$ cat src/sv/sbps_pkg.sv
package sbps_pkg;

    localparam int CLK_W      = 28;
    localparam int REQ_W      = 27;
    localparam int RATE_W     = 27;
    localparam int PRE_CODE_W = 2;
    localparam int DIV_CODE_W = 4;
    localparam int NUM_PRE    = 4;
    localparam int PRE_W      = 3;
    localparam int CNT_W      = 5;
    localparam int ADDR_W     = 3;
    localparam int DATA_W     = 32;

    localparam int DIVIDER_STEPS_DEF = 14;

    localparam logic [CLK_W-1:0] SRC_CLK_RESET = CLK_W'(50000000);

    // Register index taken from paddr[2]; only the source clock exists.
    localparam logic REG_SOURCE_CLOCK = 1'b0;

    localparam logic [PRE_W-1:0] PRESCALERS [NUM_PRE] = '{3'd2, 3'd3, 3'd5, 3'd7};

    typedef enum logic [2:0] {
        ST_IDLE,
        ST_DIV,
        ST_SCAN,
        ST_MERGE,
        ST_OUT
    } t_state;

    typedef struct packed {
        logic                  load;
        logic                  div_step;
        logic                  scan_step;
        logic [DIV_CODE_W-1:0] d;
    } t_lane_ctl;

    typedef struct packed {
        logic                  hit;
        logic [DIV_CODE_W-1:0] d;
        logic [RATE_W-1:0]     rate;
    } t_lane_stat;

endpackage

$ cat src/sv/spi_baud_prescaler_search_core.sv
// Channel   Direction  Handshake           Payload
// request   in         i_valid / o_ready   i_requested_rate_hz
// result    out        o_valid / i_ready   codes, o_actual_rate_hz, flags
// config    in         APB psel/penable    source clock at byte address 0
//
// Four bit-serial dividers (one per prescaler) divide the source clock, one clock bit at a time.
// Each lane then shifts its quotient once per divider code to find its first rate at or
// below the request, and a merge of up to four steps picks the answer in prescaler order.
// Reset is synchronous, active low, and loads the source clock with 50 MHz.
// A new request is taken while a finished result still waits in the output register.
module spi_baud_prescaler_search_core #(
    parameter int DIVIDER_STEPS = sbps_pkg::DIVIDER_STEPS_DEF
) (
    input  logic                              i_clk,
    input  logic                              i_rst_n,
    input  logic                              i_valid,
    output logic                              o_ready,
    input  logic [sbps_pkg::REQ_W-1:0]        i_requested_rate_hz,
    output logic                              o_valid,
    input  logic                              i_ready,
    output logic [sbps_pkg::PRE_CODE_W-1:0]   o_prescale_code,
    output logic [sbps_pkg::DIV_CODE_W-1:0]   o_divider_code,
    output logic [sbps_pkg::RATE_W-1:0]       o_actual_rate_hz,
    output logic                              o_exact_match,
    output logic                              o_found,
    input  logic                              psel,
    input  logic                              penable,
    input  logic                              pwrite,
    input  logic [sbps_pkg::ADDR_W-1:0]       paddr,
    input  logic [sbps_pkg::DATA_W-1:0]       pwdata,
    output logic [sbps_pkg::DATA_W-1:0]       prdata,
    output logic                              pready
);
    import sbps_pkg::*;

    localparam logic [CNT_W-1:0] DIV_LAST   = CNT_W'(CLK_W - 1);
    localparam logic [CNT_W-1:0] SCAN_LAST  = CNT_W'(DIVIDER_STEPS - 1);
    localparam logic [CNT_W-1:0] MERGE_LAST = CNT_W'(NUM_PRE - 1);

    t_state r_state, n_state;
    logic [CNT_W-1:0] r_cnt, n_cnt;

    logic [CLK_W-1:0] r_source_clock_hz;
    logic [REQ_W-1:0] r_req;

    logic                  r_have, r_exact;
    logic [PRE_CODE_W-1:0] r_sel_p;
    logic [DIV_CODE_W-1:0] r_sel_d;
    logic [RATE_W-1:0]     r_best;

    logic                  r_out_valid;
    logic [PRE_CODE_W-1:0] r_out_p;
    logic [DIV_CODE_W-1:0] r_out_d;
    logic [RATE_W-1:0]     r_out_rate;
    logic                  r_out_exact;
    logic                  r_out_found;

    t_lane_ctl  w_ctl;
    t_lane_stat w_stat [NUM_PRE];
    t_lane_stat w_cur;

    logic w_accept;
    logic w_out_load;
    logic w_cur_exact;
    logic w_cur_better;

    assign w_accept = i_valid && o_ready;
    assign o_ready  = (r_state == ST_IDLE);

    // Configuration port.
    assign pready = 1'b1;

    always_ff @(posedge i_clk) begin
        if (!i_rst_n) begin
            r_source_clock_hz <= SRC_CLK_RESET;
        end else if (psel && penable && pwrite && (paddr[2] == REG_SOURCE_CLOCK)) begin
            r_source_clock_hz <= pwdata[CLK_W-1:0];
        end
    end

    always_comb begin
        prdata = '0;
        if (paddr[2] == REG_SOURCE_CLOCK) begin
            prdata = {{(DATA_W - CLK_W){1'b0}}, r_source_clock_hz};
        end
    end

    always_ff @(posedge i_clk) begin
        if (w_accept) begin
            r_req <= i_requested_rate_hz;
        end
    end

    // Search lanes, one per prescaler.
    for (genvar g = 0; g < NUM_PRE; g++) begin : g_lane
        sbps_lane u_lane (
            .i_clk      (i_clk),
            .i_rst_n    (i_rst_n),
            .i_ctl      (w_ctl),
            .i_clock_hz (r_source_clock_hz),
            .i_divisor  (PRESCALERS[g]),
            .i_req      (r_req),
            .o_stat     (w_stat[g])
        );
    end

    assign w_cur        = w_stat[r_cnt[PRE_CODE_W-1:0]];
    assign w_cur_exact  = w_cur.hit && ({1'b0, w_cur.rate} == {1'b0, r_req});
    assign w_cur_better = w_cur.hit && (w_cur.rate > r_best);

    always_ff @(posedge i_clk) begin
        if (!i_rst_n) begin
            r_state <= ST_IDLE;
            r_cnt   <= '0;
        end else begin
            r_state <= n_state;
            r_cnt   <= n_cnt;
        end
    end

    always_comb begin
        n_state       = r_state;
        n_cnt         = r_cnt;
        w_ctl.load      = 1'b0;
        w_ctl.div_step  = 1'b0;
        w_ctl.scan_step = 1'b0;
        w_ctl.d         = r_cnt[DIV_CODE_W-1:0];
        w_out_load    = 1'b0;
        case (r_state)
            ST_IDLE: begin
                if (w_accept) begin
                    w_ctl.load = 1'b1;
                    n_cnt      = '0;
                    n_state    = ST_DIV;
                end
            end
            ST_DIV: begin
                w_ctl.div_step = 1'b1;
                if (r_cnt == DIV_LAST) begin
                    n_cnt   = '0;
                    n_state = ST_SCAN;
                end else begin
                    n_cnt = r_cnt + 1'b1;
                end
            end
            ST_SCAN: begin
                w_ctl.scan_step = 1'b1;
                if (r_cnt == SCAN_LAST) begin
                    n_cnt   = '0;
                    n_state = ST_MERGE;
                end else begin
                    n_cnt = r_cnt + 1'b1;
                end
            end
            ST_MERGE: begin
                // An exact rate ends the search; later prescalers are not looked at.
                if (w_cur_exact || (r_cnt == MERGE_LAST)) begin
                    n_state = ST_OUT;
                end else begin
                    n_cnt = r_cnt + 1'b1;
                end
            end
            ST_OUT: begin
                if (!r_out_valid || i_ready) begin
                    w_out_load = 1'b1;
                    n_state    = ST_IDLE;
                end
            end
            default: begin
                n_state = ST_IDLE;
            end
        endcase
    end

    always_ff @(posedge i_clk) begin
        if (!i_rst_n) begin
            r_have  <= 1'b0;
            r_exact <= 1'b0;
        end else if (w_ctl.load) begin
            r_have  <= 1'b0;
            r_exact <= 1'b0;
        end else if ((r_state == ST_MERGE) && (w_cur_exact || w_cur_better)) begin
            r_have  <= 1'b1;
            r_exact <= w_cur_exact;
        end
    end

    always_ff @(posedge i_clk) begin
        if (w_ctl.load) begin
            r_sel_p <= '0;
            r_sel_d <= '0;
            r_best  <= '0;
        end else if ((r_state == ST_MERGE) && (w_cur_exact || w_cur_better)) begin
            r_sel_p <= r_cnt[PRE_CODE_W-1:0];
            r_sel_d <= w_cur.d;
            r_best  <= w_cur.rate;
        end
    end

    // Output register.
    always_ff @(posedge i_clk) begin
        if (!i_rst_n) begin
            r_out_valid <= 1'b0;
        end else if (w_out_load) begin
            r_out_valid <= 1'b1;
        end else if (i_ready) begin
            r_out_valid <= 1'b0;
        end
    end

    always_ff @(posedge i_clk) begin
        if (w_out_load) begin
            r_out_p     <= r_sel_p;
            r_out_d     <= r_sel_d;
            r_out_rate  <= r_best;
            r_out_exact <= r_exact;
            r_out_found <= r_have;
        end
    end

    assign o_valid          = r_out_valid;
    assign o_prescale_code  = r_out_p;
    assign o_divider_code   = r_out_d;
    assign o_actual_rate_hz = r_out_rate;
    assign o_exact_match    = r_out_exact;
    assign o_found          = r_out_found;

endmodule

$ cat src/sv/sbps_lane.sv
module sbps_lane (
    input  logic                          i_clk,
    input  logic                          i_rst_n,
    input  sbps_pkg::t_lane_ctl           i_ctl,
    input  logic [sbps_pkg::CLK_W-1:0]    i_clock_hz,
    input  logic [sbps_pkg::PRE_W-1:0]    i_divisor,
    input  logic [sbps_pkg::REQ_W-1:0]    i_req,
    output sbps_pkg::t_lane_stat          o_stat
);
    import sbps_pkg::*;

    logic [CLK_W-1:0]      r_work;
    logic [PRE_W-1:0]      r_rem;
    logic                  r_hit;
    logic [DIV_CODE_W-1:0] r_d;
    logic [RATE_W-1:0]     r_rate;

    logic [PRE_W:0]        w_trial;
    logic                  w_ge;
    logic [PRE_W:0]        w_diff;
    logic [RATE_W-1:0]     w_cand;

    // Restoring division, one dividend bit per cycle: the dividend leaves at
    // the top of r_work while quotient bits enter at the bottom.
    assign w_trial = {r_rem, r_work[CLK_W-1]};
    assign w_ge    = (w_trial >= {1'b0, i_divisor});
    assign w_diff  = w_trial - {1'b0, i_divisor};

    // During the scan r_work holds quotient >> d, so the rate is one more shift.
    assign w_cand  = r_work[CLK_W-1:1];

    always_ff @(posedge i_clk) begin
        if (!i_rst_n) begin
            r_hit <= 1'b0;
        end else if (i_ctl.load) begin
            r_hit <= 1'b0;
        end else if (i_ctl.scan_step && !r_hit && (w_cand <= i_req)) begin
            r_hit <= 1'b1;
        end
    end

    always_ff @(posedge i_clk) begin
        if (i_ctl.load) begin
            r_work <= i_clock_hz;
            r_rem  <= '0;
        end else if (i_ctl.div_step) begin
            r_work <= {r_work[CLK_W-2:0], w_ge};
            r_rem  <= w_ge ? w_diff[PRE_W-1:0] : w_trial[PRE_W-1:0];
        end else if (i_ctl.scan_step) begin
            r_work <= {1'b0, r_work[CLK_W-1:1]};
            if (!r_hit && (w_cand <= i_req)) begin
                r_d    <= i_ctl.d;
                r_rate <= w_cand;
            end
        end
    end

    assign o_stat.hit  = r_hit;
    assign o_stat.d    = r_d;
    assign o_stat.rate = r_rate;

endmodule

$ cat config.mk
export PLATFORM = sky130hd
export DESIGN_NAME = spi_baud_prescaler_search_core
export DESIGN_NICKNAME = d
export VERILOG_FILES = /design/src/sv/sbps_pkg.sv /design/src/sv/spi_baud_prescaler_search_core.sv /design/src/sv/sbps_lane.sv
export SDC_FILE = /design/constraint.sdc
export NUM_CORES = 1
export LEC_CHECK = 0
export ABC_AREA = 1
export BUFFER_PORTS_ARGS = -buffer_cell sky130_fd_sc_hd__buf_2
export CORE_ASPECT_RATIO = 0.5
export CORE_MARGIN = 2
export CORE_UTILIZATION = 35
export CTS_CLUSTER_SIZE = 20
export DETAILED_ROUTE_END_ITERATION = 12
export PLACE_DENSITY = 0.47
export SYNTH_ARGS = -nofsm -noshare
export SYNTH_HDL_FRONTEND = slang
export SYNTH_HIERARCHICAL = 1
export SYNTH_SLANG_ARGS = --single-unit
export TNS_END_PERCENT = 100
$ cat constraint.sdc
create_clock -name i_clk -period 4.9 [get_ports i_clk]
set_input_delay 0.49 -clock i_clk [delete_from_list [all_inputs] [get_ports i_clk]]
set_output_delay 0.49 -clock i_clk [all_outputs]
set_load 0.05 [all_outputs]
==> results of run 1 <==
## worst max path at each step
stage | depth (start not counted) | slack (ps) | to
2_1_floorplan | 8 | 850 | g_lane[0].u_lane/r_work[0]$_DFFE_PP_
3_3_place_gp | 13 | 1460 | r_have$_SDFFE_PP0P_
3_5_place_dp | 16 | 1410 | r_sel_d[2]$_SDFFE_PP0P_
4_1_cts | 16 | 1400 | r_sel_d[2]$_SDFFE_PP0P_
5_1_grt | 16 | 1030 | r_sel_d[2]$_SDFFE_PP0P_
6_report | 16 | 1410 | r_sel_d[2]$_SDFFE_PP0P_
## power breakdown
part	internal, mW	switching, mW	leakage, nW
logic	1.84	4.43	6.19
clock network	1.82	1.39	0.660
registers	4.97	0.666	3.55
## layout make-up
type	instances	area share (%)
timing repair buffer	148	3.537
clock inverter	13	0.4048
multi-input combinational	1403	34.42
antenna	2	0.02131
clock buffer	63	5.332
tap	768	4.091
sequential	386	45.60
inverter	410	6.589
## sequential cells by signal (all words and copies together) (netlist names)
name	flops
r_cnt	5
r_exact	1
r_state	3
g_lane.u_lane/r_rate	108
o_valid	1
r_source_clock_hz	28
g_lane.u_lane/r_hit	4
o_actual_rate_hz	27
r_req	27
r_sel_d	4
r_sel_p	2
o_prescale_code	2
o_divider_code	4
r_have	1
o_found	1
g_lane.u_lane/r_rem	12
r_best	27
g_lane.u_lane/r_work	112
g_lane.u_lane/r_d	16
o_exact_match	1
## Yosys cell counts, types with 2 or more instances
cell / number / area share [%]
nand2_1: 579 / 10
inv_1: 407 / 7.4
edfxtp_1: 298 / 43
ha_1: 149 / 9.0
nand3_1: 132 / 3.2
nor2_1: 126 / 2.3
a21oi_1: 107 / 2.6
o221ai_1: 105 / 4.4
dfxtp_1: 88 / 8.5
o21ai_0: 50 / 1.2
buf_2: 32 / 0.77
clkbuf_1: 27 / 0.49
nand4_1: 17 / 0.51
nand2_2: 16 / 0.48
o211ai_1: 16 / 0.58
buf_4: 13 / 0.47
buf_6: 11 / 0.60
a21o_1: 8 / 0.29
nand4_2: 8 / 0.48
and2_1: 7 / 0.21
a32o_1: 6 / 0.29
buf_1: 5 / 0.091
a21o_2: 4 / 0.17
a21oi_2: 4 / 0.17
a31oi_2: 4 / 0.24
fa_1: 4 / 0.39
nand3b_1: 4 / 0.14
nor2_2: 4 / 0.12
nor2_4: 4 / 0.22
nor3_1: 4 / 0.097
or3_1: 4 / 0.12
o21ai_1: 3 / 0.072
xor2_1: 3 / 0.13
and3_1: 2 / 0.060
conb_1: 2 / 0.036
nor4_1: 2 / 0.060
o22ai_1: 2 / 0.060
## worst register-to-register path: stages (launching register included)
cell and delay, ps:
dfxtp_1 350, clkinv_2 520, nand3_1 520, nand2_1 270
inv_1 150, ha_1 130, nand2_1 50, nor2_1 120
nand2_1 100, nor4_1 290, nand2_1 100, nand3_1 70
nand2_1 100, nand2_4 360, nand2_1 120, nand2_1 90
nor2_1 40
## kinds of logic after synthesis
logic type | synth area share, %
simple gates | 18.60
buf+inv | 9.867
xor+xnor | 0.1268
other cells | 0.03624
fa+ha+maj | 9.384
flops | 51.69
compound gates | 10.30
## routing by layer
metal  part of all wire (%)  routed length, um  up-vias  GRT usage, %
met2                     38              24770      541         28.65
met1                     51              33270     7673         33.59
met3                    9.2               5978       61         4.941
met4                    1.2                783        0         3.373
li1                       -                  -     7834             -
met5                      0                  0        -             0
==> impl_metrics.tcl, run 1 <==
set metrics [dict create \
    r2r_slack_ps 1410 \
    finalHoldViolCount 0 \
    leakagePower_nw 10.40 \
    drt_iter0_drc 1552 \
    fill_cells 5873 \
    fmax_mhz 286.9 \
    place_inst 3115 \
    htreeDepth 2 \
    setup_violations 0 \
    worst_slew_pin_slew_ps 992.8 \
    grt_first_pass_wirelength_mm 95.79 \
    dp_hpwl_mm 46.93 \
    place_congestion 0.8568 \
    min_period_ps 3485 \
    num_rows 62 \
    clkSlewWorstSetupHoldPaths_ps 70 \
    antenna_found_initial 0 \
    rr_worst_depth 16 \
    outcome "complete, no violations" \
    cts_sinks 386 \
    cts_setup_buffers 0 \
    synth-seq-cells 386 \
    seq_area_frac_synth_pct 51.69 \
    fin_crit_sh_pct 71.13 \
    track_usage_pct 21.06 \
    fin_tns_setup_ps 0 \
    endpoint_kind "register" \
    syn_avg_cell_area_um2 9.136 \
    relSlewSlack_pct 33.66 \
    antenna_left 0 \
    slowest_stage "clkinv_2" \
    via_count 16109 \
    ctsResizeCount 0 \
    startpoint_type "register" \
    vias_per_cell 5.045 \
    start_util_pct 35.76 \
    clockRootBuffer "clkbuf_16" \
    vdd_drop_max_v 0.0003091 \
    worst_slack_ps 1415 \
    cts_buffer_depth 3 \
    boundaryPins 139 \
    drive_above_1_share_pct 11.14 \
    netlist_instances 2268 \
    whs_endpoint "r_req[25]$_DFFE_PP_" \
    timing.rr.start "r_cnt[1]$_SDFFE_PN0P_" \
    die_y_um 176.1 \
    wl_per_cell_um 20.29 \
    cts_made_buffers 41 \
    multi_input_area_um2 8085 \
    r2r-end "r_sel_d[2]$_SDFFE_PP0P_" \
    crit_type "reg2reg" \
    synthArstFlopShare_pct 0 \
    seq_area_um2 10710 \
    die_x_um 348.1 \
    slew_violations 0 \
    cp_cell_sequence "clkinv_2, nand3_1, nand2_1, inv_1, ha_1, nand2_1, nor2_1, nand2_1, nor4_1, nand2_1, nand3_1, nand2_1, nand2_4, nand2_1, nand2_1, nor2_1" \
    worst_hold_slack_ps 94.82 \
    grt_max_degree 130 \
    cts_tree "yes" \
    final_common_cell "nand2_1" \
    cpPeakStageDelay_ps 520 \
    holdBufCountCts 0 \
    path_buf_inv 2 \
    cp_top_family "simple AND/OR/NAND/NOR gates" \
    area_growth_pct 13.36 \
    crit_path_frequent_cell "nand2_1" \
    io_buffer_count 127 \
    max-cap-violations 0 \
    crit_path_max_fanout 37 \
    yosys_most_used_dff "edfxtp_1" \
    final_cell_mix "577 x nand2_1, 406 x inv_1, 298 x edfxtp_1, 149 x ha_1, 132 x nand3_1" \
    layout.cells.non_filler 3193 \
    synth_area_um2 20720 \
    ys_types 48 \
    insertion_delay_ps 570 \
    nNetsFinal 2612 \
    post_dp_cell_area_um2 22140 \
    core-area_um2 57950 \
    first_pass_iters 5 \
    ys_warn_count 6 \
    holdCritPathClass "in2reg" \
    finalClockSkew_ps 19.31 \
    die-area_um2 61280 \
    routed_wl_mm 64.80 \
    synth_edf_count 298 \
    dp_slack_ps 1408 \
    rsz0062_at_grt "false" \
    required_ps 5350 \
    grt-ovfl-total 0 \
    worstHoldStart "i_requested_rate_hz[25]" \
    final_core_util_pct 40.53 \
    power_mw 15.10 \
    crit_start "r_cnt[1]$_SDFFE_PN0P_" \
    whs_path_depth 1 \
    cp.arrival_ps 3930 \
    design_area_um2 23490 \
    grt_pass1_vias 15065 \
    p_per_area_nw_per_um2 643.1 \
    drc 0 \
]
Power figures use the tool's default switching activity.
==> inputs of run 2 (changes only) <==
--- a/config.mk
+++ b/config.mk
@@ -12,7 +12,7 @@
 export CORE_UTILIZATION = 35
 export CTS_CLUSTER_SIZE = 20
 export DETAILED_ROUTE_END_ITERATION = 12
-export PLACE_DENSITY = 0.47
+export PLACE_DENSITY = 0.49
 export SYNTH_ARGS = -nofsm -noshare
 export SYNTH_HDL_FRONTEND = slang
 export SYNTH_HIERARCHICAL = 1
==> constraint.sdc (replaced) <==
create_clock -name i_clk -period 3.02 [get_ports i_clk]
set_input_delay 0.302 -clock i_clk [delete_from_list [all_inputs] [get_ports i_clk]]
set_output_delay 0.302 -clock i_clk [all_outputs]
set_load 0.05 [all_outputs]
==> run 2 against run 1 <==
Register-to-register slack got worse by 1300 ps. Critical path depth is 2 higher. Design area up 3.9%. Largest cell class unchanged. Count of clock-buffer cells in the layout fell by 11. Sequential share of layout area shrank 1.7 points. Worst setup slack got worse by 1300 ps. Clock skew fell by 5.2 ps. First-iteration DRC count grew 13%. Sequential cell count is the same. Wire length rose by 0.80%. Worst hold slack got worse by 62 ps.
==> impl_metrics.tcl, run 2 (synthesis results as in run 1) <==
set metrics [dict create \
    relSlewSlack_pct 48.03 \
    rr_worst_depth 18 \
    htreeDepth 2 \
    first_pass_iters 5 \
    required_ps 3490 \
    dp_hpwl_mm 49.22 \
    wl_per_cell_um 19.94 \
    max-cap-violations 0 \
    antenna_left 0 \
    finalHoldViolCount 0 \
    whs_endpoint "r_source_clock_hz[2]$_SDFFE_PN0P_" \
    clockPowerShare_pct 19.8 \
    met2_usage_pct 29.63 \
    design_area_um2 24400 \
    internal_power_mw 14.33 \
    p_sw_share_pct 42.36 \
    final_cell_mix "567 x nand2_1, 406 x inv_1, 298 x edfxtp_1, 149 x ha_1, 130 x nand3_1" \
    endpoint_kind "register" \
    core-area_um2 57950 \
    p_switching_mw 10.53 \
    drt_iter0_drc 1752 \
    cts_buffer_depth 3 \
    routed_wl_mm 65.32 \
    whs_path_depth 3 \
    grt_pass1_vias 15491 \
    setup_violations 0 \
    top_usage_layer "met1" \
    track_usage_pct 21.32 \
    drive_above_1_share_pct 13.16 \
    die_y_um 176.1 \
    place_congestion 0.8795 \
    crit_start "r_cnt[0]$_SDFFE_PN0P_" \
    io_buffer_count 127 \
    outcome "complete, no violations" \
    combPwrFrac_pct 43.3 \
    cp_top_family "simple AND/OR/NAND/NOR gates" \
    vias_per_cell 4.980 \
    via_count 16313 \
    vdd_drop_max_v 0.0005215 \
    startpoint_type "register" \
    boundaryPins 139 \
    crit_path_max_fanout 25 \
    path_buf_inv 4 \
    cts_sinks 386 \
    die-area_um2 61280 \
    grt_max_degree 66 \
    grt-ovfl-total 0 \
    regMostFlops "g_lane.u_lane/r_work" \
    largest_reg_flops 112 \
    timing.rr.start "r_cnt[0]$_SDFFE_PN0P_" \
    r2r-end "r_best[4]$_SDFFE_PP0P_" \
    pwr-share-seq_pct 36.9 \
    crit_type "reg2reg" \
    fin_crit_sh_pct 94.68 \
    rsz0062_at_grt "false" \
    holdCritPathClass "in2reg" \
    grtUsageMet1_pct 33.80 \
    post_dp_cell_area_um2 22630 \
    min_period_ps 2859 \
    num_rows 62 \
    slowest_stage "dfxtp_4" \
    fin_tns_setup_ps 0 \
    worst_slew_pin_slew_ps 779.5 \
    antennaDiodeCount 0 \
    crit_path_frequent_cell "nand2_1" \
    clockRootBuffer "clkbuf_16" \
    p_per_area_nw_per_um2 1019 \
    cp_cell_sequence "buf_12, buf_4, nand2_1, nand3_1, nand2_1, inv_1, ha_1, nand2_1, o21ai_0, nand3_1, o2111ai_1, nand2_1, nand3_1, nand2_2, nand2_4, buf_12, nand2_1, a21oi_1" \
    insertion_delay_ps 560 \
    clkSlewWorstSetupHoldPaths_ps 60 \
    cp.arrival_ps 3330 \
    start_util_pct 35.76 \
    cts_tree "yes" \
    finalClockSkew_ps 14.14 \
    top_regs "g_lane.u_lane/r_work: 112 flops, g_lane.u_lane/r_rate: 108 flops, r_source_clock_hz: 28 flops" \
    met3_usage_pct 4.256 \
    worstHoldStart "pwdata[2]" \
    r2r_slack_ps 160 \
    slew_violations 0 \
    area_growth_pct 17.78 \
    antenna_found_initial 0 \
    drc 0 \
    nNetsFinal 2700 \
    grt_first_pass_wirelength_mm 97.20 \
    leakagePower_nw 10.84 \
    die_x_um 348.1 \
    final_common_cell "nand2_1" \
    cts_made_buffers 40 \
    fmax_mhz 349.7 \
    cpPeakStageDelay_ps 400 \
]
## run 2: cell count changes in the layout (fill, tap and decap cells not counted), sizes merged
cell / delta
buf: +48
clkbuf: -10
clkinv: +10
clkinvlp: -2
diode: -2
dlygate4sd3: +40
inv: -1
## run 2: how the worst max path moves through the flow
| stage | to | slack, ps | cells past startpoint |
|---|---|---|---|
| 3_5_place_dp | r_have$_SDFFE_PP0P_ | 5 | 17 |
| 3_3_place_gp | r_have$_SDFFE_PP0P_ | 50 | 17 |
| 6_report | r_best[4]$_SDFFE_PP0P_ | 160 | 18 |
| 4_1_cts | r_best[4]$_SDFFE_PP0P_ | 2 | 17 |
| 5_1_grt | r_best[9]$_SDFFE_PP0P_ | 3 | 17 |
| 2_1_floorplan | g_lane[0].u_lane/r_work[0]$_DFFE_PP_ | 90 | 8 |
## run 2: tightest hold or removal path: stages
cell and delay, ps:
buf_2 70, o21ai_0 70, a21oi_1 100
## run 2: repair_timing
item / 4_1_cts / 5_1_grt
resized for setup: 2 / 15
gates cloned: 0 / 1
hold buffers: 40 / 0
endpoints found under the setup margin: 1 / 36
endpoints found under the hold margin: 40 / 0
buffers inserted: 0 / 2
## run 2: layer usage
layer	vias up	share of wire [%]
met5	-	0
met4	0	1.5
met3	75	7.9
met2	496	39
met1	7742	52
li1	8000	-
## run 2: cell type report
cell class | count | area (um2)
Sequential cell | 386 | 10710
Timing Repair Buffer | 237 | 1774
Clock inverter | 20 | 121.4
Clock buffer | 52 | 1149
Inverter | 410 | 1556
Fill cell | 5706 | 33540
Tap cell | 768 | 960.9
Multi-Input combinational cell | 1403 | 8129
## run 2: through the flow
stage	util, %	power [mW]	cells	hold slack, ps	setup WS [ps]
finish	42.11	24.86	3276	33.09	160.7
global route	42.11	26.69	3276	30.81	3.138
CTS	41.94	24.83	3273	3.164	2.412
detailed placement	39.05	19.76	3161	418.4	5.158
global placement	39.05	19.56	3161	419.4	45.08
floorplan	-	15.74	2287	400.9	86.28
## run 2: power groups by stage
| stage | combinational [mW] | clock, mW | sequential [mW] |
|---|---|---|---|
| floorplan | 6.99 | 0 | 8.75 |
| global placement | 10.3 | 0 | 9.22 |
| detailed placement | 10.5 | 0 | 9.26 |
| CTS | 10.6 | 5.09 | 9.15 |
| global route | 12.1 | 5.27 | 9.34 |
| finish | 10.8 | 4.93 | 9.17 |
